--- src/hw/rtl/emt_pkg.sv ---
package emt_pkg;

	// Table geometry
	localparam int MARK_ENTRIES = 16;
	localparam int PAGE_SHIFT   = 12;
	localparam int THREAD_BITS  = 16;

	// Field widths on the stream ports
	localparam int ADDR_W  = 32;
	localparam int TID_W   = 16;
	localparam int REQ_W   = 2;
	localparam int COUNT_W = 5;

	// Derived widths
	localparam int IDX_W    = $clog2(MARK_ENTRIES);
	localparam int THREAD_W = (THREAD_BITS < TID_W) ? THREAD_BITS : TID_W;

	localparam logic [COUNT_W-1:0] COUNT_MAX = '1;

	// Request codes
	typedef enum logic [REQ_W-1:0] {
		REQ_ADD         = 2'd0,
		REQ_CLEAN       = 2'd1,
		REQ_REMOVE_SELF = 2'd2
	} req_t;

	// One stored mark
	typedef struct packed {
		logic [ADDR_W-1:0]   address;
		logic [THREAD_W-1:0] thread;
	} entry_t;

	// Compare results for one entry against the request
	typedef struct packed {
		logic hit_other;
		logic hit_self;
		logic page_hit;
	} match_t;

endpackage

--- src/hw/rtl/emt_mark_ram.sv ---
module emt_mark_ram
	import emt_pkg::*;
(
	input  logic             clk,
	input  logic             wr_en,
	input  logic [IDX_W-1:0] wr_idx,
	input  entry_t           wr_data,
	input  logic             rd_en,
	input  logic [IDX_W-1:0] rd_idx,
	output entry_t           rd_data
);

	entry_t mem_q [MARK_ENTRIES];

	// Single write port
	always_ff @(posedge clk) begin
		if (wr_en) begin
			mem_q[wr_idx] <= wr_data;
		end
	end

	// Registered read port
	always_ff @(posedge clk) begin
		if (rd_en) begin
			rd_data <= mem_q[rd_idx];
		end
	end

endmodule

--- src/hw/rtl/emt_match_unit.sv ---
module emt_match_unit
	import emt_pkg::*;
(
	input  logic                entry_valid,
	input  entry_t              entry,
	input  logic [ADDR_W-1:0]   req_address,
	input  logic [THREAD_W-1:0] req_thread,
	output match_t              result
);

	logic addr_eq;
	logic thr_eq;
	logic page_eq;

	// One address, thread and page compare, reused for every entry in turn
	assign addr_eq = (entry.address == req_address);
	assign thr_eq  = (entry.thread == req_thread);
	assign page_eq = (entry.address[ADDR_W-1:PAGE_SHIFT] == req_address[ADDR_W-1:PAGE_SHIFT]);

	assign result.hit_other = entry_valid & addr_eq & ~thr_eq;
	assign result.hit_self  = entry_valid & addr_eq & thr_eq;
	assign result.page_hit  = entry_valid & page_eq;

endmodule

--- src/hw/rtl/exclusive_monitor_table_top.sv ---
// Channel   Dir  Handshake                     Payload
// s_axis    in   s_axis_tvalid/s_axis_tready   tdata: address, thread_id; tuser: req_type
// m_axis    out  m_axis_tvalid/m_axis_tready   tdata: removed_count, page_empty, table_full
//
// Each request is accepted, then every entry is read in turn through the shared compare unit
// behind the mark RAM read port; a drain step lets the last read land, and a finish step
// reports the result.
// Reset clears every valid bit at once; the mark RAM needs no clearing pass.
// The result sits in an output register, so a new request is taken while it waits;
// the report step holds until that register is free.
module exclusive_monitor_table_top
	import emt_pkg::*;
(
	input  logic        clk,
	input  logic        arst_n,
	input  logic        s_axis_tvalid,
	output logic        s_axis_tready,
	input  logic [47:0] s_axis_tdata,   // [31:0] address, [47:32] thread_id
	input  logic [1:0]  s_axis_tuser,   // [1:0] req_type
	output logic        m_axis_tvalid,
	input  logic        m_axis_tready,
	output logic [7:0]  m_axis_tdata    // [4:0] removed_count, [5] page_empty,
	                                    // [6] table_full, [7] zero
);

	typedef enum logic [3:0] {
		ST_IDLE   = 4'b0001,
		ST_SCAN   = 4'b0010,
		ST_DRAIN  = 4'b0100,
		ST_FINISH = 4'b1000
	} state_t;

	localparam logic [IDX_W-1:0] LAST_IDX = IDX_W'(MARK_ENTRIES - 1);

	state_t              state_q;
	logic [IDX_W-1:0]    cnt_q;
	logic [IDX_W-1:0]    idx_s1;
	logic                vld_s1;
	logic [MARK_ENTRIES-1:0] valid_q;
	req_t                req_q;
	logic [ADDR_W-1:0]   addr_q;
	logic [THREAD_W-1:0] thread_q;
	logic [COUNT_W-1:0]  removed_q;
	logic                left_q;
	logic                placed_q;
	logic                out_valid_q;
	logic [COUNT_W-1:0]  out_count_q;
	logic                out_empty_q;
	logic                out_full_q;

	logic   in_fire;
	logic   issue;
	logic   set_en;
	logic   clr_en;
	logic   out_load;
	entry_t wr_data;
	entry_t rd_data;
	match_t hit;
	logic   res_empty;
	logic   res_full;
	logic [COUNT_W-1:0] res_count;

	assign s_axis_tready = (state_q == ST_IDLE);
	assign in_fire       = s_axis_tvalid & s_axis_tready;
	assign issue         = (state_q == ST_SCAN);

	// Mark storage
	assign wr_data.address = addr_q;
	assign wr_data.thread  = thread_q;

	emt_mark_ram u_ram (
		.clk     (clk),
		.wr_en   (set_en),
		.wr_idx  (cnt_q),
		.wr_data (wr_data),
		.rd_en   (issue),
		.rd_idx  (cnt_q),
		.rd_data (rd_data)
	);

	emt_match_unit u_match (
		.entry_valid (vld_s1 & valid_q[idx_s1]),
		.entry       (rd_data),
		.req_address (addr_q),
		.req_thread  (thread_q),
		.result      (hit)
	);

	// Per-entry actions
	assign set_en = issue & (req_q == REQ_ADD) & ~placed_q & ~valid_q[cnt_q];
	assign clr_en = ((req_q == REQ_CLEAN) & hit.hit_other) |
	                ((req_q == REQ_REMOVE_SELF) & hit.hit_self & (removed_q == '0));

	// Sequencer
	always_ff @(posedge clk or negedge arst_n) begin
		if (!arst_n) begin
			state_q <= ST_IDLE;
			cnt_q   <= '0;
		end else begin
			case (state_q)
				ST_IDLE: begin
					if (in_fire) begin
						state_q <= ST_SCAN;
						cnt_q   <= '0;
					end
				end
				ST_SCAN: begin
					if (cnt_q == LAST_IDX) begin
						state_q <= ST_DRAIN;
					end else begin
						cnt_q <= cnt_q + 1'b1;
					end
				end
				ST_DRAIN: begin
					state_q <= ST_FINISH;
				end
				ST_FINISH: begin
					if (out_load) begin
						state_q <= ST_IDLE;
					end
				end
				default: begin
					state_q <= ST_IDLE;
				end
			endcase
		end
	end

	// Read pipeline tag
	always_ff @(posedge clk or negedge arst_n) begin
		if (!arst_n) begin
			vld_s1 <= 1'b0;
			idx_s1 <= '0;
		end else begin
			vld_s1 <= issue;
			idx_s1 <= cnt_q;
		end
	end

	// Valid bits
	always_ff @(posedge clk or negedge arst_n) begin
		if (!arst_n) begin
			valid_q <= '0;
		end else begin
			if (set_en) begin
				valid_q[cnt_q] <= 1'b1;
			end
			if (clr_en) begin
				valid_q[idx_s1] <= 1'b0;
			end
		end
	end

	// Request capture and running results
	always_ff @(posedge clk or negedge arst_n) begin
		if (!arst_n) begin
			removed_q <= '0;
			left_q    <= 1'b0;
			placed_q  <= 1'b0;
		end else if (in_fire) begin
			removed_q <= '0;
			left_q    <= 1'b0;
			placed_q  <= 1'b0;
		end else begin
			if (set_en) begin
				placed_q <= 1'b1;
			end
			if (clr_en && (removed_q != COUNT_MAX)) begin
				removed_q <= removed_q + 1'b1;
			end
			if ((req_q == REQ_CLEAN) && hit.page_hit && !hit.hit_other) begin
				left_q <= 1'b1;
			end
		end
	end

	always_ff @(posedge clk) begin
		if (in_fire) begin
			req_q    <= req_t'(s_axis_tuser);
			addr_q   <= s_axis_tdata[ADDR_W-1:0];
			thread_q <= s_axis_tdata[ADDR_W +: THREAD_W];
		end
	end

	// Result selection by request type
	always_comb begin
		res_count = '0;
		res_empty = 1'b0;
		res_full  = 1'b0;
		case (req_q)
			REQ_ADD: begin
				res_full = ~placed_q;
			end
			REQ_CLEAN: begin
				res_count = removed_q;
				res_empty = ~left_q;
			end
			REQ_REMOVE_SELF: begin
				res_count = removed_q;
			end
			default: begin
				res_count = '0;
			end
		endcase
	end

	// Output register
	assign out_load = (state_q == ST_FINISH) & (~out_valid_q | m_axis_tready);

	always_ff @(posedge clk or negedge arst_n) begin
		if (!arst_n) begin
			out_valid_q <= 1'b0;
		end else if (out_load) begin
			out_valid_q <= 1'b1;
		end else if (m_axis_tready) begin
			out_valid_q <= 1'b0;
		end
	end

	always_ff @(posedge clk) begin
		if (out_load) begin
			out_count_q <= res_count;
			out_empty_q <= res_empty;
			out_full_q  <= res_full;
		end
	end

	assign m_axis_tvalid = out_valid_q;
	assign m_axis_tdata  = {1'b0, out_full_q, out_empty_q, out_count_q};

	// Checks
	a_accept_starts_scan: assert property (@(posedge clk) disable iff (!arst_n)
		in_fire |=> (state_q == ST_SCAN) && (cnt_q == '0))
		else $error("accepted request did not start a scan at entry zero");

	a_remove_self_once: assert property (@(posedge clk) disable iff (!arst_n)
		(state_q == ST_FINISH) && (req_q == REQ_REMOVE_SELF) |-> (removed_q <= 1))
		else $error("remove-self removed more than one mark");

	a_full_only_add: assert property (@(posedge clk) disable iff (!arst_n)
		out_load && res_full |-> (req_q == REQ_ADD))
		else $error("table full reported for a request other than add");

	a_one_set_per_cycle: assert property (@(posedge clk) disable iff (!arst_n)
		$countones(valid_q) <= $countones($past(valid_q)) + 1)
		else $error("more than one mark placed in a cycle");

	a_add_places_once: assert property (@(posedge clk) disable iff (!arst_n)
		set_en |=> placed_q)
		else $error("placement not recorded after an add");

endmodule

--- config.mk ---
export PLATFORM = sky130hd
export DESIGN_NAME = exclusive_monitor_table_top
export DESIGN_NICKNAME = d
export VERILOG_FILES = /design/src/hw/rtl/emt_pkg.sv /design/src/hw/rtl/emt_mark_ram.sv /design/src/hw/rtl/emt_match_unit.sv /design/src/hw/rtl/exclusive_monitor_table_top.sv
export SDC_FILE = /design/constraint.sdc
export NUM_CORES = 1
export LEC_CHECK = 0
export ABC_AREA = 1
export BUFFER_PORTS_ARGS = -buffer_cell sky130_fd_sc_hd__buf_2
export CAP_MARGIN = 10
export CELL_PAD_IN_SITES_DETAIL_PLACEMENT = 1
export CELL_PAD_IN_SITES_GLOBAL_PLACEMENT = 1
export CORE_UTILIZATION = 46
export DETAILED_ROUTE_END_ITERATION = 10
export HOLD_SLACK_MARGIN = 0.12
export PLACE_DENSITY = 0.75
export SYNTH_ARGS = -nofsm -noshare
export SYNTH_HDL_FRONTEND = slang
export SYNTH_HIERARCHICAL = 1
export SYNTH_SLANG_ARGS = --single-unit
export TNS_END_PERCENT = 30
--- constraint.sdc ---
create_clock -name clk -period 5.4 [get_ports clk]
set_input_delay 0 -clock clk [delete_from_list [all_inputs] [get_ports clk]]
set_output_delay 0 -clock clk [all_outputs]
set_load 0.005 [all_outputs]
==> results of run 1 <==
worst min-delay path by stage:
stage	end	from	cells after the start
finish	state_q[3]$_DFFE_PN0P_	m_axis_tready	5
global route	state_q[3]$_DFFE_PN0P_	m_axis_tready	5
CTS	state_q[3]$_DFFE_PN0P_	m_axis_tready	5
detailed placement	m_axis_tvalid$_DFFE_PN0P_	arst_n	1
global placement	removed_q[0]$_DFFE_PN0P_	arst_n	1
floorplan	cnt_q[0]$_DFFE_PN0P_	arst_n	0
power by group through the flow:
stage               sequential (mW)  combinational (mW)  clock, mW
floorplan                      8.79                3.73          0
global placement               9.01                4.82          0
detailed placement             9.03                4.95          0
CTS                            8.89                5.09       6.69
global route                   8.94                5.60       6.93
finish                         8.88                5.04       6.58
synthesized netlist by cell type (all sizes together) (2+ instances only):
cell type	n
o22ai	2
inv	685
dfrtp	36
nand2	1137
nor3	9
a22oi	8
o21ai	11
nand4	8
nor2	89
nand3b	3
xnor2	25
edfxtp	873
clkbuf	25
a21oi	22
buf	140
ha	10
xor2	4
and2	2
nand3	613
cells by family (layout without fill, tap and decap cells):
logic type / after synthesis / in the layout / synth area share
and+or+nand+nor: 1863 / 1863 / 0.200
buffers and inverters: 850 / 1092 / 0.0929
DFF: 910 / 910 / 0.691
AOI/OAI and AO/OA: 45 / 45 / 0.00643
adders and majority gates: 10 / 10 / 0.00318
xor gates and xnor gates: 29 / 29 / 0.00646
other: 1 / 1 / 0.0000954
cells in the final DEF, fill, tap and decap left out, types with 18 or more instances in the layout:
cell              n
nor2_1           68
nand2_1        1135
nand3_1         610
a21oi_1          22
xnor2_1          25
edfxtp_1        873
clkinv_2         20
clkbuf_1         18
dlygate4sd3_1   107
clkinv_1         19
inv_1           679
dfrtp_1          32
clkbuf_16       101
buf_4            57
nor2_4           18
buf_2            62
critical path, cell delays in order, from the launching register on:
cell and delay (ns):
dfrtp_4 0.86, inv_1 0.29, nand3_1 0.17, nand2_1 0.07, nand2_1 0.07, nand2_1 0.09, nor2_4 0.31, nand2_1 0.20
inv_1 0.18, nand3_1 0.33, nor2_4 0.77, buf_4 0.36
flip-flops by register name, indices dropped and copies added (netlist names):
signal,count
addr_q,32
thread_q,16
cnt_q,4
vld_s1,1
u_ram/mem_q,768
req_q,2
out_count_q,5
valid_q,16
out_empty_q,1
removed_q,5
left_q,1
out_full_q,1
u_ram/rd_data,48
idx_s1,4
state_q,4
m_axis_tvalid,1
placed_q,1
stage by stage:
stage,area (sq um),worst slack [ns],hold WS (ns),total power [mW]
after CTS,44800,1.33,0.171,20.7
after detailed placement,40600,1.35,0.177,14.0
final,44800,1.37,0.248,20.5
after floorplan,39300,0.296,-0.296,12.5
after global routing,44800,1.12,0.266,21.5
after global placement,40600,1.44,0.174,13.8
layout make-up:
| cell class | instances | area share |
|---|---|---|
| well taps | 1134 | 0.0316 |
| inverters | 685 | 0.0578 |
| repair buffers | 232 | 0.0430 |
| clock buffers | 122 | 0.0588 |
| flip-flops and latches | 910 | 0.606 |
| clock inverters | 53 | 0.0105 |
| multi-input cells | 1948 | 0.192 |
layer usage:
metal	vias to the layer above	global-route usage	wire length (um)
li1	12300	-	-
met3	203	0.0351	4630
met2	602	0.434	53200
met1	13500	0.318	44400
met5	-	0	0
met4	0	0.0868	3650
==> flow_summary_export.csv, run 1 <==
group,metric,value,unit
cells_and_area,fin_nets,3938,
worst_setup_path,endpoint,"u_ram/mem_q[15][33]$_DFFE_PP_",
pwr,switching_share,0.336,
clock_network,cts_root_buf,"clkbuf_16",
clock_network,cts_num_sinks,910,
pwr,combPwrFrac,0.246,
die,num_rows,106,
global_routing,grt_max_degree,161,
detailed_routing,ant_nets,0,
synthesis,synth_top_cells_by_area,"edfxtp_1 (67%), nand2_1 (11%), nand3_1 (7.8%)",
synthesis,async_reset_ff_frac,0.0407,
global_routing,groute.usage.overall,0.249,
worst_setup_path,startpoint_type,"flip-flop",
clock_network,ctsResizeCount,0,
detailed_routing,drc_errors,0,
detailed_routing,avgRoutedWirePerCell,20.8,um
clock_network,clockBufferDepth,3,
worst_setup_path,crit_arrival,4.37,ns
global_routing,grt_overflow,0,
synthesis,yosysSeqAreaShare,0.691,
worst_setup_path,cp.required,5.74,ns
clock_network,holdBufCountCts,108,
sta,period_share,0.746,
sta,fmax,0.248,GHz
placement,io_buffers,62,
worst_setup_path,reg2reg_from,"cnt_q[1]$_DFFE_PN0P_",
sta,setup_viol,0,
cells_and_area,drive_gt1_frac,0.0765,
pwr,ir_drop,0.344,mV
cells_and_area,regArea,27200,sq um
die,io_pins,64,
detailed_routing,wl,106,mm
synthesis,syn-num-nets,3772,
worst_setup_path,worstSetupEndpointType,"flip-flop",
placement,gp_congestion,0.810,
worst_setup_path,r2r_end,"u_ram/mem_q[15][33]$_DFFE_PP_",
pwr,cellPowerDensity,457,nW/um^2
sta,slew_viol_final,0,
worst_setup_path,crit_path_start,"cnt_q[1]$_DFFE_PN0P_",
synthesis,synth_cell_types,39,
global_routing,grt_pass1_wl,164,mm
sta,hold_violations,0,
die,dieWidth,294,um
synthesis,synth_top_cell_by_area,"edfxtp_1",
detailed_routing,drt_iter0_drc,1719,
run,drv_cap,0,
synthesis,yosys_warnings,6,
die,die_y,294,um
cells_and_area,multi_input_area,8630,sq um
die,core_area,84100,sq um
worst_setup_path,rrSetupSlack,1.37,ns
die,start_util,0.467,
pwr,leakage,18.8,nW
global_routing,grt_pass1_vias,28500,
run_status,status,"finished, final reports clean",
clock_network,postCtsSetupBuffers,0,
die,die_area,86600,sq um
clock_network,cts_buffers,97,
placement,dp_cells,4801,
detailed_routing,drt_pass1_iterations,6,
worst_setup_path,ff2ff_path_depth,11,
clock_network,clk_pin_slew,0.06,ns
clock_network,cts_tree,"built",
synthesis,synth_edf_count,873,
cells_and_area,fin_util,0.533,
synthesis,netlist_area,39300,sq um
worst_setup_path,critPathKind,"flip-flop to flip-flop",
detailed_routing,vias,26600,
sta,min_period,4.03,ns
cells_and_area,area_growth,14.1,%
sta,rsz0062_at_grt,"no",
sta,max-slew-margin-rel,0.311,
sta,worstMarginPinSlew,1.03,ns
synthesis,synth.top_cell.area_share,0.667,
pwr,intPower,13.6,mW
global_routing,antenna_found_initial,0,
placement,hpwl,59.5,mm
detailed_routing,vias_per_cell,5.23,
pwr,clkPwrFrac,0.321,
pwr,seqPwrFrac,0.433,
clock_network,htreeDepth,3,
synthesis,ys_ff_latch,910,
synthesis,syn_inst,3708,
min_path,hp-class,"input pin to flip-flop",
synthesis,avgSynthCellArea,10.6,sq um
cells_and_area,final_cells,5084,
worst_setup_path,cp_max_fo,54,
cells_and_area,fillerInstances,9096,
synthesis,synth_flop_cell,"edfxtp_1",
clock_network,clk_latency,0.66,ns
cells_and_area,n_antenna_cell,0,
sta,fin_tns_setup,0,ns
pwr,power_switching,6.88,mW
sta,skew,0.0206,ns
(Power assumes the default switching activity.)
==> run 2, diff against run 1 <==
Clock period 5.4 ns to 3.7 ns, I/O delays scaled along.
==> flow_summary_export.csv, run 2 (same netlist as run 1, synthesis figures left out) <==
group,metric,value,unit
worst_setup_path,worstSetupEndpointType,"flip-flop",
clock_network,cts_buffers,96,
pwr,cellPowerDensity,663,nW/um^2
worst_setup_path,cp.required,3.98,ns
pwr,leakage,19.0,nW
cells_and_area,n_antenna_cell,0,
clock_network,cts_num_sinks,910,
sta,fmax,0.307,GHz
cells_and_area,drive_gt1_frac,0.0805,
detailed_routing,wl,111,mm
sta,rsz0062_at_grt,"no",
cells_and_area,largest_reg_flops,768,
clock_network,clockBufferDepth,3,
die,die_area,86600,sq um
placement,io_buffers,62,
sta,min_period,3.26,ns
cells_and_area,mostFrequentLayoutCells,"nand2_1 (1133), edfxtp_1 (873), inv_1 (677)",
global_routing,grt_pass1_vias,28800,
detailed_routing,drt_iter0_drc,2119,
sta,max-slew-margin-rel,0.280,
cells_and_area,reg_top3,"u_ram/mem_q: 768 flops, u_ram/rd_data: 48 flops, addr_q: 32 flops",
cells_and_area,area_growth,15.2,%
worst_setup_path,cp_max_fo,28,
worst_setup_path,startpoint_type,"flip-flop",
detailed_routing,ant_nets,0,
min_path,hp-class,"input pin to flip-flop",
cells_and_area,fin_nets,3957,
pwr,ir_drop,0.619,mV
sta,slew_viol_final,0,
cells_and_area,regMostFlops,"u_ram/mem_q",
global_routing,grt_max_degree,168,
placement,hpwl,58.1,mm
die,io_pins,64,
clock_network,postCtsSetupBuffers,0,
cells_and_area,final_common_cell,"nand2_1",
run,drv_cap,0,
detailed_routing,drc_errors,0,
sta,worstMarginPinSlew,1.08,ns
worst_setup_path,crit_arrival,3.54,ns
global_routing,antenna_found_initial,0,
die,start_util,0.467,
detailed_routing,vias_per_cell,5.31,
global_routing,grt_overflow,0,
cells_and_area,fin_util,0.538,
detailed_routing,vias,27100,
clock_network,cts_tree,"built",
sta,setup_viol,0,
worst_setup_path,critPathKind,"flip-flop to flip-flop",
sta,period_share,0.880,
die,dieWidth,294,um
die,core_area,84100,sq um
sta,hold_violations,0,
placement,dp_cells,4821,
die,num_rows,106,
die,die_y,294,um
clock_network,cts_root_buf,"clkbuf_16",
detailed_routing,drt_pass1_iterations,5,
sta,whs,0.221,ns
sta,skew,0.0251,ns
clock_network,htreeDepth,3,
run_status,status,"finished, final reports clean",
clock_network,clk_pin_slew,0.06,ns
clock_network,clk_latency,0.67,ns
global_routing,groute.usage.overall,0.258,
global_routing,grt_pass1_wl,169,mm
detailed_routing,avgRoutedWirePerCell,21.7,um
cells_and_area,final_cells,5108,
placement,gp_congestion,0.830,
[run 2: path summary, 6_finish.rpt]
| check | start | end | slack, ns | depth (start not counted) |
|---|---|---|---|---|
| hold reg to reg | left_q$_DFFE_PN0P_ | left_q$_DFFE_PN0P_ | 0.52 | 2 |
| setup reg to reg | cnt_q[0]$_DFFE_PN0P_ | u_ram/mem_q[7][31]$_DFFE_PP_ | 0.44 | 12 |
| max in group asynchronous | arst_n | cnt_q[0]$_DFFE_PN0P_ | 3.00 | 4 |
| setup / recovery | cnt_q[0]$_DFFE_PN0P_ | u_ram/mem_q[7][31]$_DFFE_PP_ | 0.44 | 12 |
| hold / removal | m_axis_tready | state_q[3]$_DFFE_PN0P_ | 0.22 | 5 |
| min in group asynchronous | arst_n | state_q[0]$_DFFE_PN1P_ | 0.47 | 3 |
[run 2: power breakdown]
group          leakage [nW]  internal [mW]  switching [mW]  total, mW
registers              8.37           12.3           0.498       12.7
logic                  9.11           2.19            5.43       7.63
clock network          1.51           5.57            4.07       9.64
[run 2: worst max-delay path, cell delays in order, from the launching register on]
cell and delay (ns):
dfrtp_4 0.55, inv_2 0.21, nand2_1 0.08, nand3_1 0.08
nand2_1 0.07, nand2_1 0.06, nand2_1 0.10, nor2_4 0.30
nand2_2 0.14, inv_2 0.15, nand3b_1 0.34, nor2_4 0.22
buf_4 0.55
[run 2: area by class of cell]
class,instances,area [sq um]
sequential,910,27200
multi-input combinational,1948,8640
timing repair buffer,252,2330
tap,1134,1420
clock inverter,59,579
fill,9113,38800
clock buffer,120,2540
inverter,685,2590
[run 2: metal layers]
layer,global-route usage,up-vias,part of all wire
met1,0.332,13900,0.42
met4,0.0678,0,0.024
met3,0.0316,185,0.045
met5,0,-,0
li1,-,12400,-
met2,0.461,703,0.51
[run 2: metrics by stage]
step	power, mW	TNS (ns)	setup WS, ns	area [sq um]
finish	30.0	0	0.445	45300
floorplan	18.3	-147.90	-0.275	39400
CTS	30.2	0	0.492	45300
detailed placement	20.4	0	0.531	41000
global route	31.4	0	0.236	45300
global placement	20.2	0	0.590	41000
[run 2: timing repair]
action,CTS,global route
gates resized for setup,0,0
hold buffers,108,0
endpoints found under the hold margin,104,0
==> run 3, diff against run 2 <==
Settings changed: CORE_UTILIZATION 46 to 45, PLACE_DENSITY 0.75 to 0.74.
==> flow_summary_export.csv, run 3 (same netlist as run 1, synthesis figures left out) <==
group,metric,value,unit
worst_setup_path,startpoint_type,"flip-flop",
worst_setup_path,crit_path_top_delay_cell,"dfrtp_4",
sta,skew,0.0208,ns
detailed_routing,vias,27000,
die,io_pins,64,
placement,place_ws,0.525,ns
worst_setup_path,crit_chain,"inv_2 -> nand2_1 -> nand3_1 -> nand2_1 -> nand2_1 -> nand2_1 -> nor2_4 -> nand2_2 -> inv_2 -> nand3b_1 -> nor2_4 -> buf_4",
placement,gp_congestion,0.779,
worst_setup_path,critical-path-top-delay-family,"simple AND/OR/NAND/NOR gates",
cells_and_area,n_antenna_cell,0,
min_path,hp-class,"input pin to flip-flop",
worst_setup_path,ff2ff_path_depth,12,
worst_setup_path,worstSetupEndpointType,"flip-flop",
global_routing,grt_pass1_vias,28800,
pwr,cellPowerDensity,666,nW/um^2
global_routing,groute.usage.overall,0.256,
detailed_routing,ant_nets,0,
global_routing,grt_overflow,0,
die,dieWidth,298,um
min_path,hold_depth,2,
pwr,leakage,19.0,nW
die,num_rows,108,
die,start_util,0.454,
worst_setup_path,max_stage_delay,0.59,ns
sta,hold_violations,0,
worst_setup_path,cp_max_fo,26,
clock_network,clockBufferDepth,3,
worst_setup_path,worst-path-buf-inv,3,
clock_network,cts_tree,"built",
clock_network,cts_root_buf,"clkbuf_16",
clock_network,htreeDepth,3,
sta,fin_tns_setup,0,ns
clock_network,clk_pin_slew,0.06,ns
detailed_routing,drt_pass1_iterations,7,
pwr,power,30.2,mW
placement,io_buffers,62,
cells_and_area,mostFrequentLayoutCells,"nand2_1 (1133), edfxtp_1 (873), inv_1 (677)",
clock_network,clk_latency,0.66,ns
run,drv_cap,0,
detailed_routing,drc_errors,0,
cells_and_area,drive_gt1_frac,0.0818,
cells_and_area,reg_top3,"u_ram/mem_q: 768 flops, u_ram/rd_data: 48 flops, addr_q: 32 flops",
sta,fin_ws,0.501,ns
worst_setup_path,path_common_cell,"nand2_1",
sta,max-slew-margin-rel,0.244,
global_routing,grt_max_degree,175,
detailed_routing,drt_iter0_drc,2099,
cells_and_area,area_growth,15.2,%
sta,worstMarginPinSlew,1.13,ns
cells_and_area,fin_nets,3955,
cells_and_area,final_common_cell,"nand2_1",
sta,period_share,0.865,
placement,hpwl,59.1,mm
cells_and_area,regMostFlops,"u_ram/mem_q",
detailed_routing,wl,113,mm
global_routing,antenna_found_initial,0,
die,die_area,88500,sq um
worst_setup_path,cp.depth,12,
worst_setup_path,critPathKind,"flip-flop to flip-flop",
global_routing,grt_pass1_wl,172,mm
run_status,status,"finished, final reports clean",
clock_network,cts_buffers,98,
sta,slew_viol_final,0,
worst_setup_path,crit_arrival,3.48,ns
sta,setup_viol,0,
cells_and_area,largest_reg_flops,768,
sta,fmax,0.313,GHz
pwr,ir_drop,0.534,mV
clock_network,cts_num_sinks,910,
sta,rsz0062_at_grt,"no",
sta,min_period,3.20,ns
worst_setup_path,cp.required,3.98,ns
die,die_y,298,um
detailed_routing,avgRoutedWirePerCell,22.0,um
detailed_routing,vias_per_cell,5.26,
die,core_area,86600,sq um
-- run 3: cell count changes in the layout (fill, tap and decap cells not counted), sizes merged --
cell and change:
buf -1, bufinv -1, clkbuf -2, clkinv +1, dlygate4sd3 -3, inv +3
-- run 3: area by class of cell --
| type | count | area (sq um) |
|---|---|---|
| Clock buffer | 118 | 2580 |
| Clock inverter | 62 | 564 |
| Fill cell | 9264 | 41300 |
| Inverter | 685 | 2600 |
| Multi-Input combinational cell | 1948 | 8640 |
| Sequential cell | 910 | 27200 |
| Tap cell | 1155 | 1450 |
| Timing Repair Buffer | 248 | 2290 |
-- run 3: path summary, 6_finish.rpt --
kind | slack [ns] | end | from
worst min register to register | 0.54 | left_q$_DFFE_PN0P_ | left_q$_DFFE_PN0P_
worst min-delay path | 0.14 | addr_q[28]$_DFFE_PP_ | s_axis_tdata[28]
max in group asynchronous | 3.02 | cnt_q[3]$_DFFE_PN0P_ | arst_n
worst max-delay path | 0.50 | u_ram/mem_q[4][45]$_DFFE_PP_ | cnt_q[0]$_DFFE_PN0P_
min in group asynchronous | 0.44 | state_q[0]$_DFFE_PN1P_ | arst_n
worst max register to register | 0.50 | u_ram/mem_q[4][45]$_DFFE_PP_ | cnt_q[0]$_DFFE_PN0P_
-- run 3: metal layers --
metal | GRT usage | vias to the layer above | share of wire
met4 | 0.0924 | 0 | 0.035
met5 | 0 | - | 0
met3 | 0.0362 | 239 | 0.055
li1 | - | 12400 | -
met2 | 0.438 | 744 | 0.49
met1 | 0.332 | 13600 | 0.42
-- run 3: where the power goes --
group | internal [mW] | switching [mW]
combinational | 2.20 | 5.46
clock | 5.59 | 4.13
sequential | 12.3 | 0.536
total | 20.0 | 10.1
-- run 3: timing repair --
item | in CTS | in global routing
setup endpoints to repair | 0 | 0
setup buffers | 0 | 0
endpoints found under the hold margin | 104 | 0
hold buffers | 105 | 0
resized for setup | 0 | 0
-- run 3: per-stage QoR --
stage	hold slack, ns	util	cells	cell area [sq um]
6_report	0.141	0.523	5126	45300
4_1_cts	0.127	0.523	5126	45300
2_1_floorplan	-0.296	-	3708	39400
3_5_place_dp	0.179	0.474	4841	41100
5_1_grt	0.149	0.523	5126	45300
3_3_place_gp	0.175	0.474	4841	41100
